===== config.mk =====
export PLATFORM = sky130hd
export DESIGN_NAME = bounded_fifo_with_search_remove
export DESIGN_NICKNAME = d
export VERILOG_FILES = /design/src/bfsr_pkg.sv /design/src/bounded_fifo_with_search_remove.sv /design/src/bfsr_ram.sv
export SDC_FILE = /design/constraint.sdc
export NUM_CORES = 1
export LEC_CHECK = 0
export BUFFER_PORTS_ARGS = -buffer_cell sky130_fd_sc_hd__buf_4
export CORE_MARGIN = 3
export CORE_UTILIZATION = 30
export DETAILED_ROUTE_END_ITERATION = 12
export GPL_ROUTABILITY_DRIVEN = 0
export GPL_TIMING_DRIVEN = 0
export HOLD_SLACK_MARGIN = 0.06
export SLEW_MARGIN = 15
export SYNTH_ARGS = -nofsm -noshare
export SYNTH_HDL_FRONTEND = slang
export SYNTH_HIERARCHICAL = 1
export SYNTH_SLANG_ARGS = --single-unit

===== constraint.sdc =====
create_clock -name clk -period 8.3 [get_ports clk]
set_input_delay 0.83 -clock clk [delete_from_list [all_inputs] [get_ports clk]]
set_output_delay 0.83 -clock clk [all_outputs]
set_load 0.005 [all_outputs]

===== src/bfsr_pkg.sv =====
// ============================================================================
// bfsr_pkg: shared definitions for the bounded queue with keyed removal
// Command and status codes, field widths and the capacity reset value.
// ============================================================================
package bfsr_pkg;

  // Field widths of the transaction payloads
  localparam int unsigned CMD_W    = 2;
  localparam int unsigned KEY_W    = 32;
  localparam int unsigned HANDLE_W = 16;
  localparam int unsigned STATUS_W = 2;
  localparam int unsigned CAP_W    = 5;
  localparam int unsigned CNT_OUT_W = 5;

  // One stored entry is the key above the handle
  localparam int unsigned ENTRY_W  = KEY_W + HANDLE_W;

  // Capacity after reset
  localparam logic [CAP_W-1:0] CAP_RESET = 5'd16;

  // Command codes
  typedef enum logic [CMD_W-1:0] {
    CMD_PUSH   = 2'd0,
    CMD_POP    = 2'd1,
    CMD_TEST   = 2'd2,
    CMD_REMOVE = 2'd3
  } cmd_t;

  // Result status codes
  typedef enum logic [STATUS_W-1:0] {
    ST_DONE     = 2'd0,
    ST_FULL     = 2'd1,
    ST_EMPTY    = 2'd2,
    ST_NOTFOUND = 2'd3
  } status_t;

endpackage


===== src/bounded_fifo_with_search_remove.sv =====
// ============================================================================
// bounded_fifo_with_search_remove: bounded queue with keyed search and removal
// Entries live in a circular buffer in one RAM. A sequencer pushes, pops,
// scans for a key and closes the gap left by a removal, one RAM entry a cycle.
// ============================================================================
//
//   Channel   Handshake               Payload
//   -------   ---------------------   ------------------------------------------
//   in        in_valid / in_stall     in_cmd, in_item_value, in_item_handle
//   out       out_valid / out_stall   out_status, out_found, out_value,
//                                     out_handle, out_count
//   cfg       cfg_wr_en               cfg_wr_data (capacity)
//
// A push writes the RAM at acceptance and goes to the result stage; a pop reads
// the head at acceptance and takes the RAM read data in the pop state before the
// result stage. A test scans for the key and a remove also closes the gap: the
// key scan and the gap closing each walk the single RAM read port one entry a
// cycle. Reset is synchronous, clears the count and the head pointer and sets
// the capacity to 16; the RAM needs no clearing, since only entries below the
// count are used. A stalled output holds its result in the output register
// while the next transaction may already be accepted and worked on.
//
module bounded_fifo_with_search_remove #(
  parameter int unsigned DEPTH = 16
) (
  input  logic                                clk,
  input  logic                                rst_n,

  input  logic                                in_valid,
  output logic                                in_stall,
  input  logic [bfsr_pkg::CMD_W-1:0]          in_cmd,
  input  logic signed [bfsr_pkg::KEY_W-1:0]   in_item_value,
  input  logic [bfsr_pkg::HANDLE_W-1:0]       in_item_handle,

  output logic                                out_valid,
  input  logic                                out_stall,
  output logic [bfsr_pkg::STATUS_W-1:0]       out_status,
  output logic                                out_found,
  output logic signed [bfsr_pkg::KEY_W-1:0]   out_value,
  output logic [bfsr_pkg::HANDLE_W-1:0]       out_handle,
  output logic [bfsr_pkg::CNT_OUT_W-1:0]      out_count,

  input  logic                                cfg_wr_en,
  input  logic [bfsr_pkg::CAP_W-1:0]          cfg_wr_data
);

  localparam int unsigned AW = $clog2(DEPTH);
  localparam int unsigned CW = $clog2(DEPTH + 1);
  localparam int unsigned LW = (CW > bfsr_pkg::CAP_W) ? CW : bfsr_pkg::CAP_W;
  localparam logic [CW:0]   DEPTH_E   = (CW + 1)'(DEPTH);
  localparam logic [CW-1:0] DEPTH_C   = CW'(DEPTH);
  localparam logic [AW-1:0] LAST_ADDR = AW'(DEPTH - 1);

  // Sequencer states
  typedef enum logic [4:0] {
    S_IDLE  = 5'b00001,
    S_POP   = 5'b00010,
    S_SCAN  = 5'b00100,
    S_SHIFT = 5'b01000,
    S_FIN   = 5'b10000
  } state_t;

  // Control registers
  state_t                       state_r, state_nxt;
  logic [CW-1:0]                count_r, count_nxt;
  logic [AW-1:0]                head_r, head_nxt;
  logic [CW-1:0]                idx_r, idx_nxt;
  logic [bfsr_pkg::CAP_W-1:0]   capacity_r, capacity_nxt;
  logic                         out_valid_r, out_valid_nxt;

  // Payload registers
  logic [bfsr_pkg::KEY_W-1:0]   key_r, key_nxt;
  logic                         rem_r, rem_nxt;
  bfsr_pkg::status_t            res_status_r, res_status_nxt;
  logic                         res_found_r, res_found_nxt;
  logic [bfsr_pkg::KEY_W-1:0]   res_value_r, res_value_nxt;
  logic [bfsr_pkg::HANDLE_W-1:0] res_handle_r, res_handle_nxt;
  bfsr_pkg::status_t            out_status_r, out_status_nxt;
  logic                         out_found_r, out_found_nxt;
  logic [bfsr_pkg::KEY_W-1:0]   out_value_r, out_value_nxt;
  logic [bfsr_pkg::HANDLE_W-1:0] out_handle_r, out_handle_nxt;
  logic [bfsr_pkg::CNT_OUT_W-1:0] out_count_r, out_count_nxt;

  // RAM signals
  logic                          ram_wr_en;
  logic [AW-1:0]                 ram_wr_addr;
  logic [bfsr_pkg::ENTRY_W-1:0]  ram_wr_data;
  logic                          ram_rd_en;
  logic [AW-1:0]                 ram_rd_addr;
  logic [bfsr_pkg::ENTRY_W-1:0]  ram_rd_data;

  // Datapath helpers
  logic                          in_acc;
  logic                          out_load;
  logic                          full;
  logic                          scan_last;
  logic                          shift_last;
  logic                          key_match;
  logic [CW-1:0]                 rd_l;
  logic [CW-1:0]                 wr_l;
  logic [CW:0]                   rd_sum;
  logic [CW:0]                   wr_sum;
  logic [LW-1:0]                 count_e;

  // Entry store
  bfsr_ram #(
    .WIDTH (bfsr_pkg::ENTRY_W),
    .DEPTH (DEPTH)
  ) u_ram (
    .clk     (clk),
    .wr_en   (ram_wr_en),
    .wr_addr (ram_wr_addr),
    .wr_data (ram_wr_data),
    .rd_en   (ram_rd_en),
    .rd_addr (ram_rd_addr),
    .rd_data (ram_rd_data)
  );

  // Handshakes
  assign in_stall = (state_r != S_IDLE);
  assign in_acc   = in_valid && !in_stall;
  assign out_load = (state_r == S_FIN) && (!out_valid_r || !out_stall);

  // The queue is full at the configured capacity or at the RAM depth.
  assign count_e = LW'(count_r);
  assign full    = (count_e >= LW'(capacity_r)) || (count_r == DEPTH_C);

  // Scan and shift end tests
  assign scan_last  = (idx_r == count_r - CW'(1));
  assign shift_last = ((idx_r + CW'(2)) == count_r);
  assign key_match  = (ram_rd_data[bfsr_pkg::ENTRY_W-1:bfsr_pkg::HANDLE_W] == key_r);

  // Logical positions of the next read and of the write in this cycle
  always_comb begin
    if (state_r == S_IDLE) begin
      rd_l = '0;
    end else if (state_r == S_SHIFT) begin
      rd_l = idx_r + CW'(2);
    end else begin
      rd_l = idx_r + CW'(1);
    end
    wr_l = (state_r == S_SHIFT) ? idx_r : count_r;
  end

  // Logical position to RAM address, wrapping round the circular buffer
  always_comb begin
    rd_sum = (CW + 1)'(head_r) + {1'b0, rd_l};
    wr_sum = (CW + 1)'(head_r) + {1'b0, wr_l};
    ram_rd_addr = (rd_sum >= DEPTH_E) ? AW'(rd_sum - DEPTH_E) : AW'(rd_sum);
    ram_wr_addr = (wr_sum >= DEPTH_E) ? AW'(wr_sum - DEPTH_E) : AW'(wr_sum);
  end

  // RAM port control: pushes write at acceptance, the gap closing writes back
  // the entry read in the previous cycle one place nearer the head.
  always_comb begin
    ram_rd_en   = in_acc || (state_r == S_SCAN) || (state_r == S_SHIFT);
    ram_wr_en   = (in_acc && (in_cmd == bfsr_pkg::CMD_PUSH) && !full) ||
                  (state_r == S_SHIFT);
    ram_wr_data = (state_r == S_SHIFT) ? ram_rd_data : {in_item_value, in_item_handle};
  end

  // Sequencer and result assembly
  always_comb begin
    state_nxt      = state_r;
    count_nxt      = count_r;
    head_nxt       = head_r;
    idx_nxt        = idx_r;
    key_nxt        = key_r;
    rem_nxt        = rem_r;
    res_status_nxt = res_status_r;
    res_found_nxt  = res_found_r;
    res_value_nxt  = res_value_r;
    res_handle_nxt = res_handle_r;

    unique case (state_r)
      S_IDLE: begin
        if (in_acc) begin
          key_nxt        = in_item_value;
          rem_nxt        = (in_cmd == bfsr_pkg::CMD_REMOVE);
          idx_nxt        = '0;
          res_status_nxt = bfsr_pkg::ST_DONE;
          res_found_nxt  = 1'b0;
          res_value_nxt  = '0;
          res_handle_nxt = '0;
          case (in_cmd)
            bfsr_pkg::CMD_PUSH: begin
              state_nxt = S_FIN;
              if (full) begin
                res_status_nxt = bfsr_pkg::ST_FULL;
              end else begin
                count_nxt = count_r + CW'(1);
              end
            end
            bfsr_pkg::CMD_POP: begin
              if (count_r == '0) begin
                res_status_nxt = bfsr_pkg::ST_EMPTY;
                state_nxt      = S_FIN;
              end else begin
                state_nxt = S_POP;
              end
            end
            default: begin
              if (count_r == '0) begin
                res_status_nxt = bfsr_pkg::ST_NOTFOUND;
                state_nxt      = S_FIN;
              end else begin
                state_nxt = S_SCAN;
              end
            end
          endcase
        end
      end

      // Head entry has arrived from the RAM
      S_POP: begin
        res_found_nxt  = 1'b1;
        res_value_nxt  = ram_rd_data[bfsr_pkg::ENTRY_W-1:bfsr_pkg::HANDLE_W];
        res_handle_nxt = ram_rd_data[bfsr_pkg::HANDLE_W-1:0];
        head_nxt       = (head_r == LAST_ADDR) ? '0 : head_r + AW'(1);
        count_nxt      = count_r - CW'(1);
        state_nxt      = S_FIN;
      end

      // Entry at position idx_r is on the read data; the next one is being read.
      S_SCAN: begin
        if (key_match) begin
          res_found_nxt = 1'b1;
          if (rem_r) begin
            res_value_nxt  = ram_rd_data[bfsr_pkg::ENTRY_W-1:bfsr_pkg::HANDLE_W];
            res_handle_nxt = ram_rd_data[bfsr_pkg::HANDLE_W-1:0];
            if (scan_last) begin
              count_nxt = count_r - CW'(1);
              state_nxt = S_FIN;
            end else begin
              state_nxt = S_SHIFT;
            end
          end else begin
            state_nxt = S_FIN;
          end
        end else if (scan_last) begin
          res_status_nxt = bfsr_pkg::ST_NOTFOUND;
          state_nxt      = S_FIN;
        end else begin
          idx_nxt = idx_r + CW'(1);
        end
      end

      // Entry idx_r + 1 moves down to idx_r; the one after it is being read.
      S_SHIFT: begin
        if (shift_last) begin
          count_nxt = count_r - CW'(1);
          state_nxt = S_FIN;
        end else begin
          idx_nxt = idx_r + CW'(1);
        end
      end

      S_FIN: begin
        if (out_load) begin
          state_nxt = S_IDLE;
        end
      end

      default: begin
        state_nxt = S_IDLE;
      end
    endcase
  end

  // Output register and capacity register
  always_comb begin
    out_status_nxt = out_status_r;
    out_found_nxt  = out_found_r;
    out_value_nxt  = out_value_r;
    out_handle_nxt = out_handle_r;
    out_count_nxt  = out_count_r;
    if (out_load) begin
      out_valid_nxt  = 1'b1;
      out_status_nxt = res_status_r;
      out_found_nxt  = res_found_r;
      out_value_nxt  = res_value_r;
      out_handle_nxt = res_handle_r;
      out_count_nxt  = count_e[bfsr_pkg::CNT_OUT_W-1:0];
    end else if (!out_stall) begin
      out_valid_nxt = 1'b0;
    end else begin
      out_valid_nxt = out_valid_r;
    end
    capacity_nxt = cfg_wr_en ? cfg_wr_data : capacity_r;
  end

  // Control state
  always_ff @(posedge clk) begin
    if (!rst_n) begin
      state_r     <= S_IDLE;
      count_r     <= '0;
      head_r      <= '0;
      idx_r       <= '0;
      capacity_r  <= bfsr_pkg::CAP_RESET;
      out_valid_r <= 1'b0;
    end else begin
      state_r     <= state_nxt;
      count_r     <= count_nxt;
      head_r      <= head_nxt;
      idx_r       <= idx_nxt;
      capacity_r  <= capacity_nxt;
      out_valid_r <= out_valid_nxt;
    end
  end

  // Payload
  always_ff @(posedge clk) begin
    key_r        <= key_nxt;
    rem_r        <= rem_nxt;
    res_status_r <= res_status_nxt;
    res_found_r  <= res_found_nxt;
    res_value_r  <= res_value_nxt;
    res_handle_r <= res_handle_nxt;
    out_status_r <= out_status_nxt;
    out_found_r  <= out_found_nxt;
    out_value_r  <= out_value_nxt;
    out_handle_r <= out_handle_nxt;
    out_count_r  <= out_count_nxt;
  end

  // Result port
  assign out_valid  = out_valid_r;
  assign out_status = out_status_r;
  assign out_found  = out_found_r;
  assign out_value  = $signed(out_value_r);
  assign out_handle = out_handle_r;
  assign out_count  = out_count_r;

`ifndef SYNTH
  // The count never runs past the RAM depth.
  a_count_bound: assert property (@(posedge clk) disable iff (!rst_n)
    count_r <= DEPTH_C)
    else $error("entry count exceeds depth");

  // A scan or gap closing only ever touches held entries.
  a_idx_in_range: assert property (@(posedge clk) disable iff (!rst_n)
    (state_r == S_SCAN || state_r == S_SHIFT) |-> (idx_r < count_r))
    else $error("walk index outside held entries");

  // A push that is not refused adds exactly one entry.
  a_push_count: assert property (@(posedge clk) disable iff (!rst_n)
    (in_acc && in_cmd == bfsr_pkg::CMD_PUSH && !full) |=>
      (count_r == $past(count_r) + CW'(1)))
    else $error("accepted push did not add one entry");
`endif

endmodule


===== src/bfsr_ram.sv =====
// ============================================================================
// bfsr_ram: generic single-clock RAM
// One write port and one read port; the read data is registered, so it
// appears in the cycle after the read address.
// ============================================================================
module bfsr_ram #(
  parameter int unsigned WIDTH = 48,
  parameter int unsigned DEPTH = 16
) (
  input  logic                             clk,
  input  logic                             wr_en,
  input  logic [$clog2(DEPTH)-1:0]         wr_addr,
  input  logic [WIDTH-1:0]                 wr_data,
  input  logic                             rd_en,
  input  logic [$clog2(DEPTH)-1:0]         rd_addr,
  output logic [WIDTH-1:0]                 rd_data
);

  logic [WIDTH-1:0] mem [DEPTH];

  // Write port
  always_ff @(posedge clk) begin
    if (wr_en) begin
      mem[wr_addr] <= wr_data;
    end
  end

  // Registered read port
  always_ff @(posedge clk) begin
    if (rd_en) begin
      rd_data <= mem[rd_addr];
    end
  end

endmodule

==> summary.md <==
| Metric | Value |
|---|---|
| Status | `finished, final reports clean` |
| WHS | `0.345 ns` |
| Post-synth top cells | `edfxtp_1 (956), nand2_1 (222), mux4_2 (192), a22oi_1 (96), nor2b_1 (50)` |
| Average size of a mapped cell | `19.9 um^2` |
| All-Layer GR Usage | `14.7%` |
| FF/Latch Area | `29200 um^2` |
| Antenna violations before repair | `9` |
| Dominant cell type by area after synthesis | `edfxtp_1` |
| Pre-CTS worst setup slack | `2.10 ns` |
| Gr ovfl total | `0` |
| # DRC | `0` |
| Main flop type after synthesis | `edfxtp_1` |
| Average routed wire per standard cell | `24.9 um` |
| Initial Utilization | `30.3%` |
| Clock root buffer | `clkbuf_16` |
| Top post-synthesis cells by area | `edfxtp_1 (76%), mux4_2 (11%), nand2_1 (2.2%)` |
| CP Class | `reg -> reg` |
| Endpoints failing setup | `0` |
| Worst Setup End Kind | `register` |
| Largest net degree at the start of global routing | `32` |
| Count of state elements after synthesis | `981` |
| Setup Skew | `0.0289 ns` |
| Vias per Instance | `4.96` |
| Htree depth | `3` |
| Number of gates resized after cts | `0` |
| Layout cells sized above 1 | `25.6%` |
| Setup crit start | `state_r[2]` |
| Final HPWL DP | `64.3 mm` |
| Synth Warn # | `6` |
| Compound-gate portion of the synthesized area | `3.08%` |
| Vias in the first global route | `20100` |
| Xor/xnor share of the synthesized area | `1.23%` |
| Worst r2r dst | `u_ram/mem[0][30]` |
| Routed Antenna Nets | `0` |
| Post-synthesis sequential area ratio | `77.5%` |
| Post-synth EDFFs | `956` |
| WP data required | `8.66 ns` |
| Placed instance area | `41800 um^2` |
| RSZ-0062 raised after global routing | `no` |
| Setup crit end | `u_ram/mem[0][30]` |
| Reg-to-reg slack, setup | `2.09 ns` |
| Final instance area | `45100 um^2` |
| Hold WC Path Type | `in -> reg` |
| Final Max Slew Viols | `0` |
| Simple-Gate Fraction of Synth Area | `4.59%` |
| Global-route wire length before repair | `140 mm` |
| Via count | `19300` |
| I/O Pins | `118` |
| Postcts setup bufs | `0` |
| VDD IR max | `157 uV` |
| TritonCTS Sinks | `981` |
| Filler instances | `11300` |
| Critical Path AT | `6.57 ns` |
| Cell Pwr Density | `296 nW/um^2` |
| Drt pass-1 iters | `7` |
| Minimum clock period | `6.21 ns` |
| Nets | `2249` |
| Post-synthesis mux area share | `11.6%` |
| Buffers added on ports | `116` |
| Layout area overhead | `19.7%` |
| CTS max path bufs | `3` |
| Synthesized netlist cell count | `1889` |
| Full die area | `130000 um^2` |
| Die X | `360 um` |
| Static Leak | `14.5 nW` |
| CTS tree | `done` |
| Part of the cycle the worst path needs | `74.9%` |
| Max Clock Freq | `161 MHz` |
| Multi-input gate area | `8130 um^2` |
| Worst-Skew Late Latency | `0.67 ns` |
| Hold Vio Cnt, Final | `0` |
| Mapped Nets | `1968` |
| Synth unique cells | `59` |
| Initial DRC Count | `1976` |
| Crit Reg-Reg Startpoint | `state_r[2]` |
| Post-synth top area share | `76.2%` |
| Worst-path clk slew | `0.06 ns` |
| Max_cap viols | `0` |
| Most frequent cell after synthesis | `edfxtp_1` |
| Adder-cell share of the synthesized area | `0.671%` |
| Area of the core | `124000 um^2` |
| CTS Hold Bufs | `0` |
| Row count | `129` |
| Reg2Reg Depth | `16` |
| Chip height | `360 um` |
| Async SR Flop Fraction | `0%` |
| Setup ws final | `2.09 ns` |
| Slew headroom | `30.2%` |
| Num CTS Buffers | `99` |
| CP max FO | `10` |
| CP startpoint kind | `register` |
| WL final | `96.8 mm` |
| Synth Cell Area | `37700 um^2` |
| Worst Tran Pin Value | `1.05 ns` |
| Combinational family with the most area after synthesis | `multiplexers` |
[worst min path at each step]
stage	from	endpoint	depth (start not counted)
floorplan	res_found_r	out_found	0
global placement	res_value_r[31]	out_value[31]	0
detailed placement	res_handle_r[11]	out_handle[11]	0
CTS	in_item_value[4]	key_r[4]	1
global route	in_item_value[9]	key_r[9]	1
finish	in_item_value[6]	key_r[6]	1
[per-stage QoR]
step | cells | total power, W | util, % | TNS (ns)
floorplan | 1889 | 0.00805 | - | 0
global placement | 3642 | 0.00889 | 32.7 | -1276.09
detailed placement | 3706 | 0.00896 | 33.7 | 0
CTS | 3887 | 0.0135 | 36.3 | 0
global route | 3887 | 0.0139 | 36.3 | 0
finish | 3891 | 0.0133 | 36.3 | 0
[where the power goes]
| group | internal [W] | total, W | switching, W |
|---|---|---|---|
| combinational | 0.00133 | 0.00279 | 0.00145 |
| sequential | 0.00585 | 0.00602 | 0.000164 |
| clock | 0.00263 | 0.00452 | 0.00189 |
| total | 0.00982 | 0.0133 | 0.00351 |
[critical path: stages (launching register included)]
cell and delay [ns]:
dfxtp_1 0.35, or3_4 0.42, nor3b_2 0.32, clkbuf_1 0.79, clkbuf_1 0.63, o21ai_0 0.30, ha_1 0.33, a21o_1 0.18
a21oi_1 0.17, xnor2_1 0.15, xnor2_1 0.14, or3b_2 0.59, nor3_2 0.62, buf_4 0.33, buf_4 0.22, buf_6 0.16
buf_6 0.16
[registers in the layout, summed over array words and instances (netlist names), 16 cells and up]
register	flops
u_ram/mem	768
out_handle	16
res_handle_r	16
key_r	32
out_value	32
u_ram/rd_data	48
res_value_r	32
[logic make-up (layout without fill, tap and decap cells)]
kind of cell,after synthesis,in the layout
mux,198,198
xor+xnor,52,52
simple gates,375,375
compound gates,161,161
flops,981,981
buf+inv,103,464
other cells,0,4
fa+ha+maj,19,19
[area by class of cell]
| type | instances | area share [%] |
|---|---|---|
| Multi-Input combinational cell | 805 | 18.0 |
| Antenna cell | 4 | 0.0222 |
| Clock inverter | 66 | 1.64 |
| Tap cell | 1637 | 4.54 |
| Timing Repair Buffer | 180 | 4.25 |
| Sequential cell | 981 | 64.8 |
| Clock buffer | 115 | 5.68 |
| Buffer | 90 | 0.935 |
| Inverter | 13 | 0.108 |
[layer usage]
layer  share of wire (%)  GRT usage (%)  up-vias
met5               0.033              0        -
met4                 2.9           4.80        6
met3                 8.1           3.12      170
met2                  48           24.0      828
met1                  41           19.7    10100
li1                    -              -     8194
[cell usage in the layout (no fill, tap or decap), types with 4 or more instances in the layout]
cell,synthesis,routed
dfxtp_1,25,25
ha_1,17,17
o211ai_1,4,4
clkbuf_1,49,64
nor2_1,35,23
a21oi_1,19,18
nand4_1,4,4
inv_1,12,11
mux2i_1,6,6
buf_1,10,10
bufinv_16,0,13
buf_2,12,12
clkinv_1,0,23
nor3_2,0,4
inv_6,0,4
nor4_1,9,9
buf_16,0,11
nand3_1,13,12
o21ai_0,13,13
clkinv_2,0,15
buf_4,18,154
edfxtp_1,956,956
xor2_1,39,39
nand2_1,222,222
nor2_4,0,12
nand3b_1,6,6
a22oi_1,96,96
clkbuf_16,0,100
nor3_1,8,4
nor2b_1,50,50
buf_12,0,25
buf_6,0,8
diode_2,0,4
clkinv_4,0,4
xnor2_1,12,12
nand2b_1,8,8
mux4_2,192,192
Power figures use the tool's default switching activity.
